===== config.mk =====
export PLATFORM = sky130hd
export DESIGN_NAME = ssbd_queue
export DESIGN_NICKNAME = d
export VERILOG_FILES = /design/src/hw/rtl/ssbd_pkg.sv /design/src/hw/rtl/ssbd_queue.sv
export SDC_FILE = /design/constraint.sdc
export NUM_CORES = 1
export LEC_CHECK = 0
export ABC_AREA = 1
export BUFFER_PORTS_ARGS = -buffer_cell sky130_fd_sc_hd__buf_4
export CAP_MARGIN = 40
export CORE_ASPECT_RATIO = 0.5
export CORE_MARGIN = 2
export CORE_UTILIZATION = 53
export CTS_CLUSTER_DIAMETER = 100
export DETAILED_ROUTE_END_ITERATION = 8
export GPL_TIMING_DRIVEN = 0
export PLACE_DENSITY = 0.71
export SLEW_MARGIN = 10
export SYNTH_ARGS = -nofsm -noshare
export SYNTH_HDL_FRONTEND = slang
export SYNTH_SLANG_ARGS = --single-unit

===== constraint.sdc =====
create_clock -name clk -period 5.4 [get_ports clk]
set_clock_uncertainty 0.05 [all_clocks]
set_input_delay 1.08 -clock clk [delete_from_list [all_inputs] [get_ports clk]]
set_output_delay 1.08 -clock clk [all_outputs]
set_load 0.05 [all_outputs]

===== src/hw/rtl/ssbd_pkg.sv =====
// Types, constants and the reciprocal table of the supersample box downscale.
`timescale 1ns / 1ps
`default_nettype none

package ssbd_pkg;

    localparam int NUM_CH       = 3;
    localparam int CHANNEL_BITS = 16;
    localparam int MAX_SCALE    = 8;
    localparam int MAX_OUT_HEIGHT = 4096;

    localparam int SCALE_W  = 4;
    localparam int WIDTH_W  = 11;
    localparam int HEIGHT_W = 13;
    localparam int DIM_W    = 13;
    localparam int SUB_W    = 3;
    localparam int COL_W    = 12;
    localparam int ROW_W    = 12;
    localparam int RUN_W    = 19;
    localparam int SUM_W    = 22;
    localparam int PADDR_W  = 4;
    localparam int PDATA_W  = 32;

    // Gain 1.05 = 21 / 20; the 1/4 of 1/20 and the Q8.8 fraction make a shift.
    localparam int GAIN_NUM    = 21;
    localparam int GAIN_SHIFT  = 10;
    localparam int GAIN_W      = SUM_W + 5;
    localparam int SCALED_W    = GAIN_W - GAIN_SHIFT;
    localparam int RECIP_W     = 24;
    localparam int RECIP_SHIFT = 26;
    localparam int PROD_W      = SCALED_W + RECIP_W;
    localparam int QUOT_W      = PROD_W - RECIP_SHIFT;
    localparam int PIX_W       = 8;

    localparam int QUEUE_DEPTH = 4;
    localparam int QPTR_W      = 2;
    localparam int QCNT_W      = 3;

    // Configuration register indexes.
    typedef enum logic [1:0] {
        REG_SCALE  = 2'd0,
        REG_WIDTH  = 2'd1,
        REG_HEIGHT = 2'd2
    } reg_idx_t;

    // Clamped configuration as seen by the datapath.
    typedef struct packed {
        logic [SCALE_W-1:0] f;
        logic [DIM_W-1:0]   w;
        logic [DIM_W-1:0]   h;
    } cfg_t;

    // One finished block-row segment for the back end.
    typedef struct packed {
        logic [COL_W-1:0]             col;
        logic [NUM_CH-1:0][RUN_W-1:0] run;
        logic                         use_mem;
        logic                         emit;
        logic                         row_end;
        logic                         frame_end;
    } cmd_t;

    // ceil(2^26 / (5 * f * f)); exact floor division for 17-bit dividends.
    function automatic logic [RECIP_W-1:0] recip(input logic [SCALE_W-1:0] f);
        logic [RECIP_W-1:0] m;
        case (f)
            4'd2:    m = 24'd3355444;
            4'd3:    m = 24'd1491309;
            4'd4:    m = 24'd838861;
            4'd5:    m = 24'd536871;
            4'd6:    m = 24'd372828;
            4'd7:    m = 24'd273914;
            4'd8:    m = 24'd209716;
            default: m = 24'd13421773;
        endcase
        return m;
    endfunction

endpackage

`default_nettype wire


===== src/hw/rtl/ssbd_queue.sv =====
// Short command queue between the front and back ends.
`timescale 1ns / 1ps
`default_nettype none

module ssbd_queue (
    input  wire logic          clk,
    input  wire logic          rst_n,
    input  wire logic          push,
    input  wire ssbd_pkg::cmd_t push_cmd,
    input  wire logic          pop,
    output ssbd_pkg::cmd_t     head,
    output logic               full,
    output logic               empty
);

    ssbd_pkg::cmd_t                     entry_reg [ssbd_pkg::QUEUE_DEPTH];
    logic [ssbd_pkg::QPTR_W-1:0]        wr_ptr_reg, wr_ptr_next;
    logic [ssbd_pkg::QPTR_W-1:0]        rd_ptr_reg, rd_ptr_next;
    logic [ssbd_pkg::QCNT_W-1:0]        count_reg, count_next;
    logic                               do_push, do_pop;

    assign full    = (count_reg == ssbd_pkg::QCNT_W'(ssbd_pkg::QUEUE_DEPTH));
    assign empty   = (count_reg == '0);
    assign do_push = push && !full;
    assign do_pop  = pop && !empty;
    assign head    = entry_reg[rd_ptr_reg];

    // pointer and fill count update
    always_comb
    begin
        wr_ptr_next = do_push ? wr_ptr_reg + 1'b1 : wr_ptr_reg;
        rd_ptr_next = do_pop ? rd_ptr_reg + 1'b1 : rd_ptr_reg;
        count_next  = count_reg;
        if (do_push && !do_pop)
        begin
            count_next = count_reg + 1'b1;
        end
        else if (do_pop && !do_push)
        begin
            count_next = count_reg - 1'b1;
        end
    end

    always_ff @(posedge clk or negedge rst_n)
    begin
        if (!rst_n)
        begin
            wr_ptr_reg <= '0;
            rd_ptr_reg <= '0;
            count_reg  <= '0;
        end
        else
        begin
            wr_ptr_reg <= wr_ptr_next;
            rd_ptr_reg <= rd_ptr_next;
            count_reg  <= count_next;
        end
    end

    // entry storage, no reset
    always_ff @(posedge clk)
    begin
        if (do_push)
        begin
            entry_reg[wr_ptr_reg] <= push_cmd;
        end
    end

endmodule

`default_nettype wire


==> summary.txt, run 1 <==
Critical path
  • Crit path buf inv count: 3
  • Cell mode on critical path: nand2_1
  • Slowest library cell on the worst path: clkbuf_1
  • R2r endpoint: entry_reg[3][72]
  • Crit. End Element: output pin
  • Worst Path Max Fanout: 10
  • R2R depth: 6
  • Reg-to-reg critical path startpoint: count_reg[0]
  • Delay of the slowest critical-path stage: between 400 and 500 ps
  • Critical path launch point type: flop
  • Largest delay contributor family on the critical path: buffers and inverters
  • CP Class: reg -> out
  • Critical Path Stages: 6
  • Worst EP arrival: about 2100 ps
  • Crit path required time: about 4300 ps
  • FF-to-FF setup slack: just under 3000 ps
  • Crit path cell chain: inv_2, clkbuf_1, nand2_1, o211ai_1, nand2_1, buf_4

Layout
  • P&R area growth vs syn: 21.95%
  • Max reg flops: roughly 300
  • Layout cell share with drive strength beyond 1: approximately 22%
  • Core Util, Final: approximately two thirds
  • Fin nets: between 1000 and 1500
  • Antenna Cells: 0
  • Fill cells: 1570

STA
  • F_max: about 310 MHz
  • Slew Limit Fails: 0
  • Final period util: approximately three fifths
  • Post-layout min period: between 3000 and 4000 ps
  • Worst rel slew slack: 50.70%
  • Final setup vio count: 0
  • Final Hold Viols: 0
  • Post-route setup slack: roughly 2200 ps
  • Slew @ Worst Pin: 737.8 ps
  • Unrepaired setup endpoints after global routing: false

Yosys
  • Mapped cell area: 12000 µm²
  • Register area share after synthesis: roughly three quarters
  • Yosys warns: 0
  • Yosys reg bits: 299
  • Syn_area_per_cell: between 10 and 15 µm²
  • Cells after Synth: approximately 910
  • Yosys cell types: 17
  • Syn Nets: 996

Global routing
  • Vias in the first global route: about 7500
  • First-pass GRT wire length: ~40000 µm
  • GRT overflow: 0
  • Total GRT Usage: roughly 22%
  • Largest net degree at the start of global routing: 25
  • Antenna violations before repair: 0

Hold path
  • Hold Path Class: in -> async

Outcome
  • Outcome: finished, final reports clean

Clock tree
  • TritonCTS clock tree: yes
  • Clock slew at reported path FFs: approximately 60 ps
  • Hold Buf Count CTS: 0
  • CTS max path bufs: 3
  • Worst-Skew Late Latency: approximately 520 ps
  • Clk sinks: ~300
  • CTS Buf Count: 26
  • CTS root buffer: clkbuf_16
  • Post-CTS sizing: 0
  • Setup Fix Bufs, Post-CTS: 0
  • H-tree Lvls: 1

Routing
  • Vias/cell: a little over 5
  • DR vias: about 7300
  • Wire length per cell: approximately 18 µm
  • First DRT Iteration DRCs: between 400 and 500
  • DRC: 0
  • Routed Antenna Nets: 0
  • Final wirelength: roughly 26000 µm
  • Pre-Repair DR Iteration Count: 5

Place
  • Number of port buffers: between 150 and 200
  • Pre-CTS setup slack: around 2400 ps
  • HPWL after detailed placement: ~17000 µm
  • Final GP Congestion: ~0.74

Power and ir drop
  • Pwr dens: roughly 640 nW/µm²
  • Power Total: around 0.0093 W
  • Leak Pwr: between 5 and 6 nW
  • Max VDD drop: between 0.0003 and 0.0004 V

Die
  • Row cnt: 38
  • Die Span X: approximately 220 µm
  • Num ports: roughly 150
  • Die H: 110.4 µm
  • Initial Utilization: between 50% and 60%
  • Core area: around 22000 µm²
  • Die area: approximately 24000 µm²

Run
  • Total of max-cap violations: 0
-- kinds of logic (layout without fill, tap and decap cells) --
| group | count (synthesis) | in the layout | share of synthesized area, % |
|---|---|---|---|
| compound gates | 147 | 147 | 9.175 |
| fa+ha+maj | 6 | 6 | 0.6882 |
| buf+inv | 211 | 420 | 7.653 |
| flops | 299 | 299 | 74.53 |
| simple gates | 249 | 249 | 7.882 |
| xor+xnor | 1 | 1 | 0.07300 |
-- cell usage after synthesis --
library cell	n	share of area, %
ha_1	5	0.52
buf_6	11	1.0
nand4_1	1	0.052
o21ai_0	1	0.042
fa_1	1	0.17
nand3_1	7	0.29
nand2_1	237	7.4
inv_1	162	5.1
nor2_1	4	0.13
buf_2	29	1.2
o211ai_1	146	9.1
buf_4	2	0.13
edfxtp_1	292	73
clkbuf_1	6	0.19
inv_2	1	0.031
dfrtp_1	7	1.5
xnor2_1	1	0.073
-- worst max-delay path by stage --
stage	startpoint	end	slack [ps]
final	rd_ptr_reg[0]	head[58]	2170
after global routing	rd_ptr_reg[0]	head[58]	2010
after CTS	rd_ptr_reg[0]	head[13]	2150
after detailed placement	push	entry_reg[3][52]	2390
after global placement	push	entry_reg[0][18]	-2120
after floorplan	push	entry_reg[0][0]	570
-- placed cells by master (no fill, tap or decap), types with 7 or more instances in the layout --
cell type	instances
edfxtp_1	292
nand2_1	237
inv_1	162
buf_4	153
o211ai_1	146
buf_2	29
clkbuf_16	27
clkbuf_1	13
buf_6	11
buf_16	8
nand3_1	7
dfrtp_1	7
-- metrics by stage --
step | hold WS (ps) | cell area, µm² | setup TNS, ps | cells
after floorplan | 412.8 | 12000 | 0 | 913
after global placement | 435.8 | 13510 | -583460 | 1364
after detailed placement | 459.9 | 13860 | 0 | 1377
after CTS | 294.5 | 14630 | 0 | 1422
after global routing | 296.8 | 14630 | 0 | 1422
final | 307.6 | 14630 | 0 | 1422
-- cell type report --
type / count / area (µm²) / share of cell area (%)
sequential: 299 / 8944 / 61.12
clock buffer: 34 / 701.9 / 4.797
tap: 300 / 375.4 / 2.565
timing repair buffer: 164 / 1454 / 9.935
buffer: 48 / 306.5 / 2.095
multi-input combinational: 403 / 2168 / 14.82
clock inverter: 11 / 72.57 / 0.4959
inverter: 163 / 611.8 / 4.181
-- power breakdown --
group | switching, W | internal (W)
Clock | 0.000774 | 0.000956
Combinational | 0.00317 | 0.00129
Sequential | 0.000109 | 0.00305
Total | 0.00405 | 0.00529
-- routing by layer --
layer	vias to the layer above	share of wire [%]	track usage, %
li1	3547	-	-
met1	3511	43	29.88
met2	194	49	37.37
met3	32	5.8	3.278
met4	0	1.6	4.703
met5	-	0	0
(Power assumes the default switching activity.)
==> run 2: changes to the inputs <==
--- a/config.mk
+++ b/config.mk
@@ -10,11 +10,11 @@
 export CAP_MARGIN = 40
 export CORE_ASPECT_RATIO = 0.5
 export CORE_MARGIN = 2
-export CORE_UTILIZATION = 53
+export CORE_UTILIZATION = 52
 export CTS_CLUSTER_DIAMETER = 100
 export DETAILED_ROUTE_END_ITERATION = 8
 export GPL_TIMING_DRIVEN = 0
-export PLACE_DENSITY = 0.71
+export PLACE_DENSITY = 0.73
 export SLEW_MARGIN = 10
 export SYNTH_ARGS = -nofsm -noshare
 export SYNTH_HDL_FRONTEND = slang
==> constraint.sdc (replaced) <==
create_clock -name clk -period 2.7 [get_ports clk]
set_clock_uncertainty 0.05 [all_clocks]
set_input_delay 0.54 -clock clk [delete_from_list [all_inputs] [get_ports clk]]
set_output_delay 0.54 -clock clk [all_outputs]
set_load 0.05 [all_outputs]
==> summary.txt, run 2 (synthesis gave the netlist of run 1 again) <==
Die
  • Initial Utilization: between 50 and 60%
  • Core area: between 20000 and 25000 µm²
  • Die Span X: around 220 µm
  • Die area: roughly 24000 µm²
  • Num ports: ~150
  • Die H: about 110 µm
  • Row cnt: 39

Layout
  • Most frequent cells in the layout: 292 x edfxtp_1, 237 x nand2_1, 162 x inv_1
  • Max reg flops: between 200 and 300
  • Final non-filler cell total: 1433
  • Fill cells: between 1500 and 2000
  • P&R area growth vs syn: 22.39%
  • Antenna Cells: 0
  • Finished Cell Area: approximately 15000 µm²
  • Commonest non-fill, non-tap cell in the layout: edfxtp_1
  • Layout cell share with drive strength beyond 1: a little under a quarter
  • Area of the multi-input gates: 2168 µm²
  • Fin nets: 1189
  • Register area: 8944 µm²

STA
  • Post-layout min period: ~2600 ps
  • Unrepaired setup endpoints after global routing: true
  • Hold slack: ~150 ps
  • Slew Limit Fails: 0
  • Worst rel slew slack: 50.77%
  • F_max: 381.4 MHz
  • Final Hold Viols: 0
  • Post-route setup slack: 78.08 ps
  • Final period util: between 90% and 100%
  • Slew @ Worst Pin: between 700 and 800 ps
  • Final setup vio count: 0

Place
  • Inst Count DP: between 1000 and 1500
  • HPWL after detailed placement: between 15000 and 20000 µm
  • Final GP Congestion: around 0.75
  • Area after DPL: 13830 µm²
  • Pre-CTS setup slack: roughly 270 ps
  • Number of port buffers: 151

Hold path
  • Hold Path Class: in -> reg
  • Worst hold stages: 1

Clock tree
  • Clock slew at reported path FFs: approximately 70 ps
  • H-tree Lvls: 1
  • CTS root buffer: clkbuf_16
  • Worst-Skew Late Latency: 530 ps
  • CTS Buf Count: 27
  • TritonCTS clock tree: yes
  • CTS max path bufs: 3
  • Clk sinks: between 200 and 300

Power and ir drop
  • Switch Pwr: roughly 0.0082 W
  • Leak Pwr: 6.007 nW
  • P_int: between 0.01 and 0.015 W
  • Combinational Power Share: a little under half
  • Pwr dens: roughly 1300 nW/µm²
  • Max VDD drop: between 0.0006 and 0.0007 V
  • Switching share of power: 43.44%
  • Clock share of power: 18.9%
  • Flop pwr share: about a third

Critical path
  • Crit path from: rd_ptr_reg[1]
  • R2R depth: 6
  • Worst setup path end: head[56]
  • Reg-to-reg critical path startpoint: count_reg[0]
  • FF-to-FF setup slack: between 200 and 300 ps
  • R2r endpoint: entry_reg[3][55]
  • Critical path launch point type: flop
  • CP Class: reg -> out
  • Crit. End Element: output pin
  • Worst Path Max Fanout: 10
  • Crit path required time: 2110 ps
  • Worst EP arrival: 2030 ps

Global routing
  • GRT overflow: 0
  • Total GRT Usage: 21.30%
  • First-pass GRT wire length: 40050 µm
  • Vias in the first global route: about 7300
  • Largest net degree at the start of global routing: 27
  • Antenna violations before repair: 0

Routing
  • Routed Antenna Nets: 0
  • DRC: 0
  • DR vias: between 7000 and 8000
  • Final wirelength: ~26000 µm
  • Vias/cell: 5.146
  • Pre-Repair DR Iteration Count: 5
  • First DRT Iteration DRCs: roughly 690
  • Wire length per cell: between 15 and 20 µm

Run
  • Total of max-cap violations: 0

Outcome
  • Outcome: finished, final reports clean
## run 2: cell count changes in the layout (fill, tap and decap cells not counted), sizes merged
| cell | change |
|---|---|
| buf | -11 |
| clkbuf | +7 |
| clkinv | +4 |
| dlygate4sd3 | +1 |
| inv | +3 |
## run 2: layout make-up
type | instances | share of cell area [%]
Multi-Input combinational cell | 403 | 14.76
Clock inverter | 18 | 0.8349
Timing Repair Buffer | 164 | 9.729
Buffer | 48 | 2.292
Inverter | 163 | 4.166
Clock buffer | 31 | 4.703
Sequential cell | 299 | 60.90
Tap cell | 307 | 2.615
## run 2: worst max-delay path, stage by stage (launching register included)
cell	delay (ps)
dfrtp_1	410
inv_1	80
buf_2	260
buf_2	310
o211ai_1	130
nand2_1	110
buf_4	210
## run 2: timing repair
item | in CTS | in global routing
setup endpoints to repair | 0 | 43
hold buffers | 1 | 0
hold endpoints to repair | 7 | 0
buffers inserted | 0 | 0
gates resized for setup | 0 | 18
## run 2: worst min-delay path by stage
stage	startpoint	endpoint	slack (ps)
detailed placement	rst_n	wr_ptr_reg[1]	310
floorplan	rst_n	count_reg[0]	190
CTS	push_cmd[63]	entry_reg[3][63]	140
global route	push_cmd[71]	entry_reg[0][71]	140
finish	push_cmd[65]	entry_reg[1][65]	150
global placement	rst_n	wr_ptr_reg[1]	310
## run 2: through the flow
step | TNS, ps | util [%] | power (W)
5_1_grt | -274.9 | 64.59 | 0.01968
3_3_place_gp | -589150 | 59.49 | 0.01503
6_report | 0 | 64.59 | 0.01877
3_5_place_dp | 0 | 60.83 | 0.01535
2_1_floorplan | -130960 | - | 0.01231
4_1_cts | 0 | 64.45 | 0.01886
## run 2: metal layers
| metal | GRT usage [%] | part of all wire, % |
|---|---|---|
| met1 | 29.93 | 44 |
| met2 | 35.25 | 49 |
| met3 | 3.552 | 5.1 |
| met4 | 4.955 | 1.7 |
| met5 | 0 | 0 |
## run 2: power by group through the flow
stage	logic, W	registers, W	clock network [W]
detailed placement	0.00894	0.00641	0
floorplan	0.00590	0.00641	0
finish	0.00892	0.00631	0.00355
global placement	0.00854	0.00649	0
global route	0.00951	0.00638	0.00379
CTS	0.00896	0.00631	0.00360
==> run 3: changes to the inputs <==
--- a/config.mk
+++ b/config.mk
@@ -14,7 +14,7 @@
 export CTS_CLUSTER_DIAMETER = 100
 export DETAILED_ROUTE_END_ITERATION = 8
 export GPL_TIMING_DRIVEN = 0
-export PLACE_DENSITY = 0.73
+export PLACE_DENSITY = 0.83
 export SLEW_MARGIN = 10
 export SYNTH_ARGS = -nofsm -noshare
 export SYNTH_HDL_FRONTEND = slang
==> summary.txt, run 3 (synthesis gave the netlist of run 1 again) <==
STA
  • Final period util: 97.39%
  • Setup TNS: 0 ps
  • Post-route setup slack: approximately 70 ps
  • Final setup vio count: 0
  • Slew Limit Fails: 0
  • Unrepaired setup endpoints after global routing: true
  • F_max: between 300 and 400 MHz
  • Final Hold Viols: 0
  • Worst rel slew slack: 49.19%
  • Post-layout min period: 2629 ps
  • Slew @ Worst Pin: about 760 ps

Critical path
  • Crit path cell chain: inv_2, buf_6, buf_2, nand2_1, o211ai_1, nand2_1, buf_4
  • Worst setup path end: head[17]
  • Crit path from: rd_ptr_reg[0]
  • Critical Path Stages: 7
  • Reg-to-reg critical path startpoint: count_reg[0]
  • Critical path launch point type: flop
  • R2R depth: 6
  • CP Class: reg -> out
  • FF-to-FF setup slack: ~170 ps
  • Delay of the slowest critical-path stage: 410 ps
  • Slowest library cell on the worst path: dfrtp_1
  • Crit. End Element: output pin
  • Worst EP arrival: a little over 2000 ps
  • Worst Path Max Fanout: 10
  • Largest delay contributor family on the critical path: buffers and inverters
  • Cell mode on critical path: nand2_1
  • Crit path buf inv count: 4
  • Crit path required time: around 2100 ps
  • R2r endpoint: entry_reg[2][9]

Place
  • HPWL after detailed placement: between 15000 and 20000 µm
  • Final GP Congestion: around 0.74
  • Inst Count DP: roughly 1400
  • Number of port buffers: roughly 150
  • Pre-CTS setup slack: 259.7 ps

Die
  • Initial Utilization: between 50% and 60%
  • Num ports: around 150
  • Die H: ~110 µm
  • Row cnt: 39
  • Die area: around 24000 µm²
  • Core area: 22740 µm²
  • Die Span X: 218.8 µm

Routing
  • DRC: 0
  • Routed Antenna Nets: 0
  • Final wirelength: approximately 27000 µm
  • Pre-Repair DR Iteration Count: 5
  • Wire length per cell: 19.07 µm
  • Vias/cell: between 5 and 6
  • DR vias: 7622
  • First DRT Iteration DRCs: between 700 and 800

Clock tree
  • TritonCTS clock tree: yes
  • Clock slew at reported path FFs: around 60 ps
  • Clk sinks: roughly 300
  • CTS root buffer: clkbuf_16
  • CTS max path bufs: 3
  • Worst-Skew Late Latency: 520 ps
  • CTS Buf Count: 26
  • H-tree Lvls: 1

Power and ir drop
  • Max VDD drop: roughly 0.0006 V
  • Pwr dens: 1279 nW/µm²
  • Leak Pwr: between 5 and 6 nW
  • Power Total: between 0.015 and 0.02 W

Layout
  • Final non-filler cell total: 1426
  • Commonest non-fill, non-tap cell in the layout: edfxtp_1
  • Fill cells: 1573
  • Layout cell share with drive strength beyond 1: between 20% and 30%
  • Area of the multi-input gates: roughly 2200 µm²
  • Most frequent cells in the layout: 292 x edfxtp_1, 237 x nand2_1, 162 x inv_1
  • Core Util, Final: between 60% and 70%
  • P&R area growth vs syn: 21.42%
  • Antenna Cells: 0
  • Fin nets: between 1000 and 1500
  • Register area: between 8000 and 9000 µm²
  • Max reg flops: 292

Hold path
  • Hold Path Class: in -> reg

Global routing
  • Antenna violations before repair: 0
  • First-pass GRT wire length: about 42000 µm
  • GRT overflow: 0
  • Largest net degree at the start of global routing: 24
  • Total GRT Usage: between 20 and 25%
  • Vias in the first global route: 7817

Outcome
  • Outcome: finished, final reports clean

Run
  • Total of max-cap violations: 0
==> run 3: how the worst min path moves through the flow <==
stage	startpoint	to	depth (start not counted)
finish	push_cmd[72]	entry_reg[2][72]	1
global route	push_cmd[51]	entry_reg[0][51]	1
CTS	push_cmd[72]	entry_reg[2][72]	1
detailed placement	rst_n	wr_ptr_reg[1]	1
global placement	rst_n	rd_ptr_reg[1]	1
floorplan	rst_n	count_reg[0]	0
==> run 3: power breakdown <==
part / switching (W) / internal (W)
sequential: 0.000234 / 0.00609
combinational: 0.00645 / 0.00255
clock: 0.00150 / 0.00181
==> run 3: layer usage <==
metal | vias up | global-route usage [%] | wire length (µm)
li1 | 3555 | - | -
met1 | 3739 | 29.76 | 11000
met2 | 285 | 38.50 | 13930
met3 | 43 | 3.743 | 1688
met4 | 0 | 6.712 | 576
met5 | - | 0 | 0
==> run 3: repair_timing <==
action	in CTS	in global routing
buffers inserted	0	0
endpoints found under the hold margin	7	0
hold buffers	1	0
resized for setup	1	9
setup endpoints to repair	3	37
==> run 3: final cells by class <==
| cell class | instances | share of cell area [%] |
|---|---|---|
| inverter | 163 | 4.199 |
| clock inverter | 7 | 0.1889 |
| multi-input combinational | 403 | 14.88 |
| timing repair buffer | 164 | 9.652 |
| buffer | 48 | 2.216 |
| sequential | 299 | 61.38 |
| clock buffer | 35 | 4.843 |
| tap | 307 | 2.636 |
==> run 3: stage by stage <==
step,hold slack [ps],instance area [µm²]
floorplan,194.4,12010
global placement,306.3,13530
detailed placement,310.1,13810
CTS,142.3,14560
global route,144.2,14570
finish,158.6,14570
