**config.mk**
```make
export PLATFORM = sky130hd
export DESIGN_NAME = ssbd_front
export DESIGN_NICKNAME = d
export VERILOG_FILES = /design/src/hw/rtl/ssbd_pkg.sv /design/src/hw/rtl/ssbd_front.sv
export SDC_FILE = /design/constraint.sdc
export NUM_CORES = 1
export LEC_CHECK = 0
export BUFFER_PORTS_ARGS = -buffer_cell sky130_fd_sc_hd__buf_2
export CORE_MARGIN = 3
export CORE_UTILIZATION = 56
export CTS_CLUSTER_DIAMETER = 80
export CTS_CLUSTER_SIZE = 14
export DETAILED_ROUTE_END_ITERATION = 7
export PLACE_DENSITY = 0.82
export SKIP_CTS_REPAIR_TIMING = 1
export SLEW_MARGIN = 30
export SYNTH_ARGS = -nofsm -noshare
export SYNTH_HDL_FRONTEND = slang
export SYNTH_SLANG_ARGS = --single-unit
```
**constraint.sdc**
```tcl
create_clock -name clk -period 4.2 [get_ports clk]
set_clock_uncertainty 0.2 [all_clocks]
set_input_delay 0.63 -clock clk [delete_from_list [all_inputs] [get_ports clk]]
set_output_delay 0.63 -clock clk [all_outputs]
set_load 0.005 [all_outputs]
```
**src/hw/rtl/ssbd_pkg.sv**
```systemverilog
// Types, constants and the reciprocal table of the supersample box downscale.
`timescale 1ns / 1ps
`default_nettype none

package ssbd_pkg;

    localparam int NUM_CH       = 3;
    localparam int CHANNEL_BITS = 16;
    localparam int MAX_SCALE    = 8;
    localparam int MAX_OUT_HEIGHT = 4096;

    localparam int SCALE_W  = 4;
    localparam int WIDTH_W  = 11;
    localparam int HEIGHT_W = 13;
    localparam int DIM_W    = 13;
    localparam int SUB_W    = 3;
    localparam int COL_W    = 12;
    localparam int ROW_W    = 12;
    localparam int RUN_W    = 19;
    localparam int SUM_W    = 22;
    localparam int PADDR_W  = 4;
    localparam int PDATA_W  = 32;

    // Gain 1.05 = 21 / 20; the 1/4 of 1/20 and the Q8.8 fraction make a shift.
    localparam int GAIN_NUM    = 21;
    localparam int GAIN_SHIFT  = 10;
    localparam int GAIN_W      = SUM_W + 5;
    localparam int SCALED_W    = GAIN_W - GAIN_SHIFT;
    localparam int RECIP_W     = 24;
    localparam int RECIP_SHIFT = 26;
    localparam int PROD_W      = SCALED_W + RECIP_W;
    localparam int QUOT_W      = PROD_W - RECIP_SHIFT;
    localparam int PIX_W       = 8;

    localparam int QUEUE_DEPTH = 4;
    localparam int QPTR_W      = 2;
    localparam int QCNT_W      = 3;

    // Configuration register indexes.
    typedef enum logic [1:0] {
        REG_SCALE  = 2'd0,
        REG_WIDTH  = 2'd1,
        REG_HEIGHT = 2'd2
    } reg_idx_t;

    // Clamped configuration as seen by the datapath.
    typedef struct packed {
        logic [SCALE_W-1:0] f;
        logic [DIM_W-1:0]   w;
        logic [DIM_W-1:0]   h;
    } cfg_t;

    // One finished block-row segment for the back end.
    typedef struct packed {
        logic [COL_W-1:0]             col;
        logic [NUM_CH-1:0][RUN_W-1:0] run;
        logic                         use_mem;
        logic                         emit;
        logic                         row_end;
        logic                         frame_end;
    } cmd_t;

    // ceil(2^26 / (5 * f * f)); exact floor division for 17-bit dividends.
    function automatic logic [RECIP_W-1:0] recip(input logic [SCALE_W-1:0] f);
        logic [RECIP_W-1:0] m;
        case (f)
            4'd2:    m = 24'd3355444;
            4'd3:    m = 24'd1491309;
            4'd4:    m = 24'd838861;
            4'd5:    m = 24'd536871;
            4'd6:    m = 24'd372828;
            4'd7:    m = 24'd273914;
            4'd8:    m = 24'd209716;
            default: m = 24'd13421773;
        endcase
        return m;
    endfunction

endpackage

`default_nettype wire

```
**src/hw/rtl/ssbd_front.sv**
```systemverilog
// Front end: takes pixels, builds horizontal runs and tracks the block position.
`timescale 1ns / 1ps
`default_nettype none

module ssbd_front (
    input  wire logic                               clk,
    input  wire logic                               rst_n,
    input  wire logic                               restart,
    input  wire ssbd_pkg::cfg_t                     cfg,
    input  wire logic                               pixel_valid,
    output logic                                    pixel_ready,
    input  wire logic [ssbd_pkg::CHANNEL_BITS-1:0]  red_in,
    input  wire logic [ssbd_pkg::CHANNEL_BITS-1:0]  green_in,
    input  wire logic [ssbd_pkg::CHANNEL_BITS-1:0]  blue_in,
    input  wire logic                               q_full,
    output logic                                    push,
    output ssbd_pkg::cmd_t                          cmd
);

    logic [ssbd_pkg::NUM_CH-1:0][ssbd_pkg::CHANNEL_BITS-1:0] pix;
    logic [ssbd_pkg::NUM_CH-1:0][ssbd_pkg::RUN_W-1:0]        run_reg, run_next, run_sum;
    logic [ssbd_pkg::SUB_W-1:0]  sub_col_reg, sub_col_next;
    logic [ssbd_pkg::SUB_W-1:0]  sub_row_reg, sub_row_next;
    logic [ssbd_pkg::COL_W-1:0]  out_col_reg, out_col_next;
    logic [ssbd_pkg::ROW_W-1:0]  out_row_reg, out_row_next;
    logic accept, seg_end, last_col, last_row, last_sub_row;

    assign pix = {blue_in, green_in, red_in};

    assign pixel_ready  = !q_full;
    assign accept       = pixel_valid && pixel_ready;
    assign seg_end      = (ssbd_pkg::SCALE_W'(sub_col_reg) + ssbd_pkg::SCALE_W'(1)) >= cfg.f;
    assign last_sub_row = (ssbd_pkg::SCALE_W'(sub_row_reg) + ssbd_pkg::SCALE_W'(1)) >= cfg.f;
    assign last_col     = (ssbd_pkg::DIM_W'(out_col_reg) + ssbd_pkg::DIM_W'(1)) >= cfg.w;
    assign last_row     = (ssbd_pkg::DIM_W'(out_row_reg) + ssbd_pkg::DIM_W'(1)) >= cfg.h;

    // running horizontal sums including the current pixel
    always_comb
    begin
        for (int c = 0; c < ssbd_pkg::NUM_CH; c++)
        begin
            run_sum[c] = run_reg[c] + ssbd_pkg::RUN_W'(pix[c]);
        end
    end

    // segment request to the back end
    assign push          = accept && seg_end;
    assign cmd.col       = out_col_reg;
    assign cmd.run       = run_sum;
    assign cmd.use_mem   = (sub_row_reg != '0);
    assign cmd.emit      = last_sub_row;
    assign cmd.row_end   = last_col;
    assign cmd.frame_end = last_col && last_row;

    // position counters
    always_comb
    begin
        run_next     = run_reg;
        sub_col_next = sub_col_reg;
        sub_row_next = sub_row_reg;
        out_col_next = out_col_reg;
        out_row_next = out_row_reg;
        if (restart)
        begin
            run_next     = '0;
            sub_col_next = '0;
            sub_row_next = '0;
            out_col_next = '0;
            out_row_next = '0;
        end
        else if (accept)
        begin
            if (!seg_end)
            begin
                run_next     = run_sum;
                sub_col_next = sub_col_reg + 1'b1;
            end
            else
            begin
                run_next     = '0;
                sub_col_next = '0;
                if (!last_col)
                begin
                    out_col_next = out_col_reg + 1'b1;
                end
                else
                begin
                    out_col_next = '0;
                    if (!last_sub_row)
                    begin
                        sub_row_next = sub_row_reg + 1'b1;
                    end
                    else
                    begin
                        sub_row_next = '0;
                        out_row_next = last_row ? '0 : out_row_reg + 1'b1;
                    end
                end
            end
        end
    end

    always_ff @(posedge clk or negedge rst_n)
    begin
        if (!rst_n)
        begin
            run_reg     <= '0;
            sub_col_reg <= '0;
            sub_row_reg <= '0;
            out_col_reg <= '0;
            out_row_reg <= '0;
        end
        else
        begin
            run_reg     <= run_next;
            sub_col_reg <= sub_col_next;
            sub_row_reg <= sub_row_next;
            out_col_reg <= out_col_next;
            out_row_reg <= out_row_next;
        end
    end

endmodule

`default_nettype wire

```
==> flow_summary.toml, run 1 <==
[pwr]
p_clk_frac = 0.351
power.total_mw = 2.50
ir_drop_uv = 180
power_frac_comb = 0.284
p_sw_frac = 0.300
internal_power_mw = 1.75
sequentialPowerShare = 0.365
power_density_nw_per_um2 = 299
p_leak_nw = 4.46
p_switching_mw = 0.749

[die]
die_area_sq_um = 14000
initial_core_util = 0.580
fp-row-count = 40
core-area_sq_um = 12200
io-pin-count = 158
die_x_um = 119
fp.dieH_um = 119

[clock_tree]
tritoncts = "built"
clk_latency_ns = 0.33
numCtsBuffers = 9
htreeDepth = 3
cts.path.max_buffers = 2
path_clk_slew_ns = 0.06
clock-sinks = 87
clk_root_buffer_cell = "clkbuf_16"

[setup_path]
reg2reg_setup_slack_ns = 0.60
end_kind = "primary output"
r2r_end = "out_row_reg[4]"
worst-path-max-fanout = 5
crit_start = "out_row_reg[0]"
cp.required_ns = 3.37
crit_end = "cmd[0]"
regToRegStartpoint = "out_col_reg[0]"
arrival_ns = 3.11
path_class = "reg2out"
start_kind = "flop"
r2r_cells = 13

[logic_synthesis]
syn_area_sq_um = 7090
synth_ff_type = "dfrtp_1"
synth_seq_cells = 87
synth_top_area_share = 0.307
synth_warnings = 0
synthCells = 786
ys_async_sr_fraction = 1.00
synth_nets = 959
post_synth.cell_area_avg_sq_um = 9.02
synthDistinctLibCells = 64
yosys.area.top_type = "dfrtp_1"
synth_area_leaders = "dfrtp_1 31%, ha_1 15%, xnor2_1 6.4%, a22o_1 5.9%, o21ai_0 3.4%"
synth_edf_count = 0
ys_seq_area_frac = 0.307

[placed_design]
pre_cts_ws_ns = 0.529
place_inst = 1092
io_buffer_count = 157
gp_congestion = 0.923
place_area_sq_um = 8040
dpl.hpwl_um = 12900

[job]
maxCapViolations = 0

[drt]
firstDrtPassIters = 6
drc = 0
dr_total_vias = 6375
wl_um = 17400
detail-route-antenna-nets = 0
post_drt_wl_per_cell_um = 15.7
viasPerCell = 5.75
drt_first_iter_violations = 488

[global_route]
track_usage = 0.248
grt_pass1_vias = 6281
grt_pass1_wl_um = 29500
grt_max_degree = 62
grt-ovfl-total = 0
antenna_found_initial = 0

[layout]
stdcell_area_sq_um = 8360
final_util = 0.685
stdcell_count = 1108
final_cell_mix = "156 x buf_2, 87 x ha_1, 87 x dfrtp_1"
syn_to_final_growth_pct = 18.0
drive_gt1_frac = 0.215
nets = 1108
largest_reg_flops = 57
antenna_cells = 0
final_common_cell = "buf_2"

[timing]
grt_setup_unrepaired = "no"
hold_slack_ns = 0.180
fin_crit_sh = 0.937
maxSlewHeadroom = 0.463
hold_viol = 0
fmax_mhz = 254
setup_viol_count_final = 0
fin_tns_setup_ns = 0
fin_crit_ns = 3.94
max_slew.worst_pin.slew_ns = 0.806
finalMaxSlewViolations = 0
setup_ws_ns = 0.263

[min_path]
hold_class = "in2async"

[run_status]
status = "finished, final reports clean"
## power by group through the flow
stage / sequential (mW) / combinational, mW / clock (mW)
3_5_place_dp: 0.926 / 0.703 / 0
5_1_grt: 0.917 / 0.795 / 0.922
2_1_floorplan: 0.918 / 0.452 / 0
4_1_cts: 0.912 / 0.710 / 0.894
3_3_place_gp: 0.925 / 0.694 / 0
6_report: 0.912 / 0.709 / 0.875
## metal layers
metal / track usage / share of wire / vias up
li1: - / - / 3176
met1: 0.332 / 0.46 / 3013
met2: 0.424 / 0.48 / 172
met3: 0.0455 / 0.054 / 14
met4: 0.0514 / 0.0088 / 0
met5: 0 / 0 / -
## how the worst min path moves through the flow
stage | end | slack (ns) | cells after the start
global route | run_reg[48] | 0.25 | 1
finish | out_col_reg[1] | 0.18 | 1
floorplan | out_col_reg[0] | 0.13 | 0
global placement | run_reg[8] | 0.29 | 1
CTS | out_col_reg[1] | 0.21 | 1
detailed placement | run_reg[18] | 0.29 | 1
## layout make-up
cell class / count / area (sq um)
clock buffer: 13 / 260
clock inverter: 3 / 65.1
fill: 1024 / 3850
inverter: 58 / 218
multi-input combinational: 616 / 4600
sequential: 87 / 2180
tap: 168 / 210
timing repair buffer: 163 / 833
## critical path: stages, from the launching register on
cell and delay [ns]:
dfrtp_1 0.46, ha_1 0.28, inv_1 0.08, nor2_1 0.21
nand2_1 0.10, xnor2_1 0.22, ha_1 0.30, a21o_1 0.18
a211oi_1 0.23, o211ai_1 0.12, a21oi_1 0.20, nor2_1 0.08
nor3_1 0.14, nor2_1 0.05, buf_2 0.12
## cells in the mapped netlist (3+ instances only)
| library cell | number |
|---|---|
| and4_1 | 3 |
| o22ai_1 | 6 |
| o211ai_1 | 6 |
| nand2_1 | 49 |
| nor3_1 | 10 |
| a221oi_2 | 3 |
| a31oi_1 | 7 |
| xor2_1 | 17 |
| nand2b_1 | 17 |
| a21o_1 | 30 |
| and2_1 | 4 |
| nand4_1 | 4 |
| xnor2_1 | 52 |
| o21ai_0 | 48 |
| ha_1 | 87 |
| mux2i_1 | 3 |
| clkbuf_1 | 17 |
| a211oi_1 | 7 |
| dfrtp_1 | 87 |
| fa_1 | 3 |
| nor2b_1 | 6 |
| inv_1 | 58 |
| o31ai_1 | 12 |
| buf_1 | 5 |
| o21a_1 | 4 |
| and3_1 | 18 |
| nor2_1 | 36 |
| a21oi_1 | 47 |
| nand3_1 | 35 |
| o21bai_1 | 9 |
| or3_1 | 3 |
| a31o_2 | 9 |
| a22o_1 | 48 |
## kinds of logic (layout without fill, tap and decap cells)
family | Yosys count | after routing | share of synthesized area
xor gates and xnor gates | 69 | 69 | 0.0853
buffers and inverters | 83 | 237 | 0.0452
adders and majority gates | 90 | 90 | 0.162
AOI/OAI and AO/OA | 256 | 256 | 0.256
muxes | 4 | 4 | 0.00583
DFF | 87 | 87 | 0.307
and+or+nand+nor | 197 | 197 | 0.139
(Power assumes the default switching activity.)
==> run 2: changes to the inputs <==
==> constraint.sdc (replaced) <==
create_clock -name clk -period 4.2 [get_ports clk]
set_clock_uncertainty 0.2 [all_clocks]
set_input_delay 0 -clock clk [delete_from_list [all_inputs] [get_ports clk]]
set_output_delay 0 -clock clk [all_outputs]
set_load 0.005 [all_outputs]
==> flow_summary.toml, run 2 (synthesis results as in run 1) <==
[layout]
syn_to_final_growth_pct = 18.1
final_cell_mix = "156 x buf_2, 87 x ha_1, 87 x dfrtp_1"
antenna_cells = 0
final_common_cell = "buf_2"
stdcell_count = 1114
fillCellCount = 1026
nets = 1115
seq_area_sq_um = 2180
drive_gt1_frac = 0.209
largest_reg_flops = 57
stdcell_area_sq_um = 8370
multi_input_area_sq_um = 4600

[drt]
drt_first_iter_violations = 398
viasPerCell = 5.75
wl_um = 17900
post_drt_wl_per_cell_um = 16.0
dr_total_vias = 6409
firstDrtPassIters = 5
detail-route-antenna-nets = 0
drc = 0

[placed_design]
io_buffer_count = 157
place_area_sq_um = 8030
dpl.hpwl_um = 13200
gp_congestion = 0.923
place_inst = 1091

[timing]
max_slew.worst_pin.slew_ns = 0.663
fin_tns_setup_ns = 0
hold_viol = 1
fin_crit_ns = 3.58
finalMaxSlewViolations = 0
setup_viol_count_final = 0
grt_setup_unrepaired = "no"
fmax_mhz = 279
hold_slack_ns = -0.0290
fin_crit_sh = 0.853
maxSlewHeadroom = 0.558

[global_route]
grt_pass1_wl_um = 29200
grt_max_degree = 55
grt-ovfl-total = 0
track_usage = 0.250
grt_pass1_vias = 6221
antenna_found_initial = 0

[die]
fp.dieH_um = 119
core-area_sq_um = 12200
fp-row-count = 40
io-pin-count = 158
die_x_um = 119
die_area_sq_um = 14000
initial_core_util = 0.580

[clock_tree]
clock-sinks = 87
clk_latency_ns = 0.34
cts.path.max_buffers = 2
htreeDepth = 3
path_clk_slew_ns = 0.06
clk_root_buffer_cell = "clkbuf_16"
numCtsBuffers = 9
tritoncts = "built"

[setup_path]
path_class = "reg2reg"
worst-path-max-fanout = 9
start_kind = "flop"
arrival_ns = 3.58
cp.required_ns = 4.20
end_kind = "flop"

[job]
maxCapViolations = 0

[run_status]
violations = "hold timing"
status = "finished, violations left"

[pwr]
ir_drop_uv = 205
power_density_nw_per_um2 = 283
p_leak_nw = 4.46

[min_path]
hold_class = "in2reg"
==> run 2: cell types whose count changed in the layout (fill, tap and decap cells not counted) <==
cell / before / now
dlygate4sd3_1: 0 / 8
buf_4: 7 / 6
clkbuf_8: 2 / 1
clkbuf_1: 2 / 4
bufinv_16: 2 / 0
==> run 2: final timing paths <==
check	from	endpoint	slack [ns]	depth (start not counted)
worst max-delay path	out_col_reg[0]	out_row_reg[3]	0.62	13
worst min-delay path	red_in[15]	run_reg[17]	-0.03	4
worst max register to register	out_col_reg[0]	out_row_reg[3]	0.62	13
worst min register to register	run_reg[38]	run_reg[38]	0.31	1
max in group asynchronous	rst_n	run_reg[50]	2.81	3
min in group asynchronous	rst_n	run_reg[43]	0	2
==> run 2: area by class of cell <==
cell class | instances | area share
multi-input cells | 616 | 0.550
flip-flops and latches | 87 | 0.260
repair buffers | 170 | 0.108
clock buffers | 14 | 0.0303
inverters | 58 | 0.0260
well taps | 168 | 0.0251
clock inverters | 1 | 0.000598
==> run 2: power by group <==
group | leakage [nW] | switching, mW | internal [mW]
Sequential | 1.20 | 0.0328 | 0.879
Clock | 0.127 | 0.321 | 0.414
Combinational | 3.13 | 0.400 | 0.321
==> run 2: per-stage QoR <==
stage / setup slack (ns) / power (mW) / hold WS [ns] / util
floorplan: 1.13 / 1.37 / -0.496 / -
global placement: 0.772 / 1.62 / -0.163 / 0.658
detailed placement: 0.655 / 1.63 / -0.152 / 0.658
CTS: 0.620 / 2.38 / -0.528 / 0.679
global route: 0.337 / 2.50 / 0.0225 / 0.685
finish: 0.616 / 2.37 / -0.0290 / 0.685
==> run 2: worst max-delay path, cell delays in order (launching register included) <==
cell	delay (ns)
dfrtp_1	0.45
ha_1	0.28
nand3_1	0.19
inv_1	0.11
and3_1	0.17
xor2_1	0.21
ha_1	0.29
nand2_1	0.07
nor2_1	0.04
a211oi_1	0.28
a21oi_1	0.17
o211a_1	0.33
nor2_1	0.44
o21ai_0	0.20
==> run 2: routing by layer <==
| metal | part of all wire | GRT usage | up-vias |
|---|---|---|---|
| li1 | - | - | 3191 |
| met4 | 0.019 | 0.0883 | 0 |
| met2 | 0.48 | 0.411 | 165 |
| met3 | 0.049 | 0.0421 | 26 |
| met1 | 0.45 | 0.335 | 3027 |
| met5 | 0 | 0 | - |
==> run 3: changes to the inputs <==
--- a/config.mk
+++ b/config.mk
@@ -5,9 +5,10 @@
 export SDC_FILE = /design/constraint.sdc
 export NUM_CORES = 1
 export LEC_CHECK = 0
+export ABC_AREA = 1
 export BUFFER_PORTS_ARGS = -buffer_cell sky130_fd_sc_hd__buf_2
 export CORE_MARGIN = 3
-export CORE_UTILIZATION = 56
+export CORE_UTILIZATION = 57
 export CTS_CLUSTER_DIAMETER = 80
 export CTS_CLUSTER_SIZE = 14
 export DETAILED_ROUTE_END_ITERATION = 7
==> constraint.sdc (replaced) <==
create_clock -name clk -period 4.2 [get_ports clk]
set_clock_uncertainty 0.2 [all_clocks]
set_input_delay 0.63 -clock clk [delete_from_list [all_inputs] [get_ports clk]]
set_output_delay 0.63 -clock clk [all_outputs]
set_load 0.005 [all_outputs]
==> flow_summary.toml, run 3 <==
[run_status]
status = "finished, final reports clean"

[layout]
syn_to_final_growth_pct = 15.3
largest_reg_flops = 57
nets = 1484
final_cell_mix = "332 x nand2_1, 173 x inv_1, 156 x buf_2"
final_util = 0.685
stdcell_area_sq_um = 9220
final_common_cell = "nand2_1"
drive_gt1_frac = 0.160
stdcell_count = 1492
antenna_cells = 0

[global_route]
grt-ovfl-total = 0
grt_pass1_vias = 7496
grt_max_degree = 64
antenna_found_initial = 0
grt_pass1_wl_um = 34400
track_usage = 0.262

[drt]
dr.max_layer_used = "met4"
post_drt_wl_per_cell_um = 13.7
drc = 0
wl_um = 20400
dr_total_vias = 7847
detail-route-antenna-nets = 0
viasPerCell = 5.26
firstDrtPassIters = 5
drt_first_iter_violations = 601
dr_wl_met2_um = 9170
wl_met1_um = 9800
route.met3.wl_um = 1090

[pwr]
p_switching_mw = 2.34
power_density_nw_per_um2 = 553
internal_power_mw = 2.76
p_leak_nw = 5.41
p_sw_frac = 0.458
power.total_mw = 5.10
sequentialPowerShare = 0.243
power_frac_comb = 0.597
ir_drop_uv = 358
p_clk_frac = 0.160

[logic_synthesis]
synth_warnings = 0
synth_area_leaders = "dfrtp_1 27%, nand2_1 16%, ha_1 14%, inv_1 8.1%, nand3_1 5.4%"
post_synth.cell_area_avg_sq_um = 6.90
synth_top_area_share = 0.272
synthDistinctLibCells = 38
synth_common_cells = "332 x nand2_1, 173 x inv_1, 87 x dfrtp_1, 87 x ha_1, 87 x nand3_1"
synth_seq_cells = 87
synthCells = 1159
synth_edf_count = 0
ys_async_sr_fraction = 1.00
yosys.area.top_type = "dfrtp_1"
synth_most_common_cell = "nand2_1"
synth_ff_type = "dfrtp_1"
ys_seq_area_frac = 0.272
synth_nets = 1332
syn_area_sq_um = 7990

[setup_path]
r2r_cells = 18
worst_path_max_delay_cell = "dfrtp_1"
crit_end = "cmd[0]"
arrival_ns = 2.97
start_kind = "flop"
worst-path-max-fanout = 8
path_class = "reg2out"
crit_start = "out_col_reg[0]"
cp.required_ns = 3.37
reg2reg_setup_slack_ns = 0.95
regToRegStartpoint = "out_col_reg[0]"
end_kind = "primary output"
worstPathCellList = "ha_1 -> nand2_1 -> nor2_1 -> nand3_1 -> nor2_1 -> nand2_1 -> xor2_1 -> inv_1 -> ha_1 -> nand2_1 -> nor2_2 -> inv_1 -> nor2_1 -> nand2_1 -> nand3_2 -> nand2_1 -> inv_1 -> buf_2"
r2r_end = "out_row_reg[10]"
max_stage_delay_ns = 0.46
cpMostUsedCell = "nand2_1"

[clock_tree]
clk_root_buffer_cell = "clkbuf_16"
clk_latency_ns = 0.35
path_clk_slew_ns = 0.06
cts.path.max_buffers = 2
htreeDepth = 3
numCtsBuffers = 9
clock-sinks = 87
tritoncts = "built"

[timing]
hold_slack_ns = 0.162
finalMaxSlewViolations = 0
fin_tns_setup_ns = 0
maxSlewHeadroom = 0.440
setup_viol_count_final = 0
fin_crit_sh = 0.904
max_slew.worst_pin.slew_ns = 0.840
grt_setup_unrepaired = "no"
fin_crit_ns = 3.80
setup_ws_ns = 0.402
hold_viol = 0
fmax_mhz = 263

[die]
die_area_sq_um = 15500
fp.dieH_um = 124
initial_core_util = 0.594
fp-row-count = 42
die_x_um = 124
io-pin-count = 158
core-area_sq_um = 13500

[placed_design]
place_area_sq_um = 8910
dpl.hpwl_um = 16100
pre_cts_ws_ns = 0.782
io_buffer_count = 157
gp_congestion = 0.969
place_inst = 1476

[job]
maxCapViolations = 0

[min_path]
hold_class = "in2async"
[run 3: changes by cell type after synthesis, sizes merged, moves of 28 or more]
| cell | before | now |
|---|---|---|
| nor2 | 37 | 87 |
| nand3 | 35 | 89 |
| xnor2 | 52 | 8 |
| inv | 58 | 177 |
| and2 | 4 | 33 |
| a22o | 48 | 14 |
| nand2 | 49 | 335 |
| a21o | 30 | 2 |
[run 3: per-layer routing]
| layer | vias to the layer above | global-route usage |
|---|---|---|
| met5 | - | 0 |
| met4 | 0 | 0.0748 |
| met3 | 24 | 0.0360 |
| met2 | 237 | 0.425 |
| met1 | 3520 | 0.365 |
| li1 | 4066 | - |
[run 3: how the worst min path moves through the flow]
stage | depth (start not counted) | start | slack (ns) | endpoint
after floorplan | 0 | rst_n | 0.13 | out_col_reg[0]
after global placement | 2 | run_reg[49] | 0.27 | run_reg[49]
after detailed placement | 2 | run_reg[30] | 0.27 | run_reg[30]
after CTS | 1 | rst_n | 0.21 | out_row_reg[11]
after global routing | 1 | rst_n | 0.24 | out_row_reg[6]
final | 1 | rst_n | 0.16 | out_row_reg[11]
[run 3: critical path: cells and delay by family, from the launching register on]
| family | cells | cell delay, ns |
|---|---|---|
| and+or+nand+nor | 11 | 1.24 |
| adders and majority gates | 2 | 0.53 |
| DFF | 1 | 0.46 |
| buffers and inverters | 4 | 0.28 |
| xor gates and xnor gates | 1 | 0.13 |
[run 3: final cells by class]
type | instances | area [sq um]
clock buffers | 11 | 243
flip-flops and latches | 87 | 2180
multi-input cells | 875 | 5030
repair buffers | 161 | 818
well taps | 176 | 220
inverters | 177 | 664
fillers | 1189 | 4240
clock inverters | 5 | 57.6
[run 3: power groups by stage]
stage | Combinational, mW | Clock [mW] | Sequential, mW
after CTS | 3.03 | 0.832 | 1.24
after floorplan | 2.07 | 0 | 1.20
after detailed placement | 3.01 | 0 | 1.24
final | 3.04 | 0.816 | 1.24
after global placement | 2.96 | 0 | 1.24
after global routing | 3.45 | 0.863 | 1.27
[run 3: logic make-up (layout without fill, tap and decap cells)]
group,after synthesis,after routing,synth area share
AO/OA/AOI/OAI,147,147,0.110
XOR/XNOR,38,38,0.0416
adder cells (fa/ha/maj),90,90,0.144
buffers and inverters,197,354,0.0985
flip-flops,87,87,0.272
AND/OR/NAND/NOR,600,600,0.334
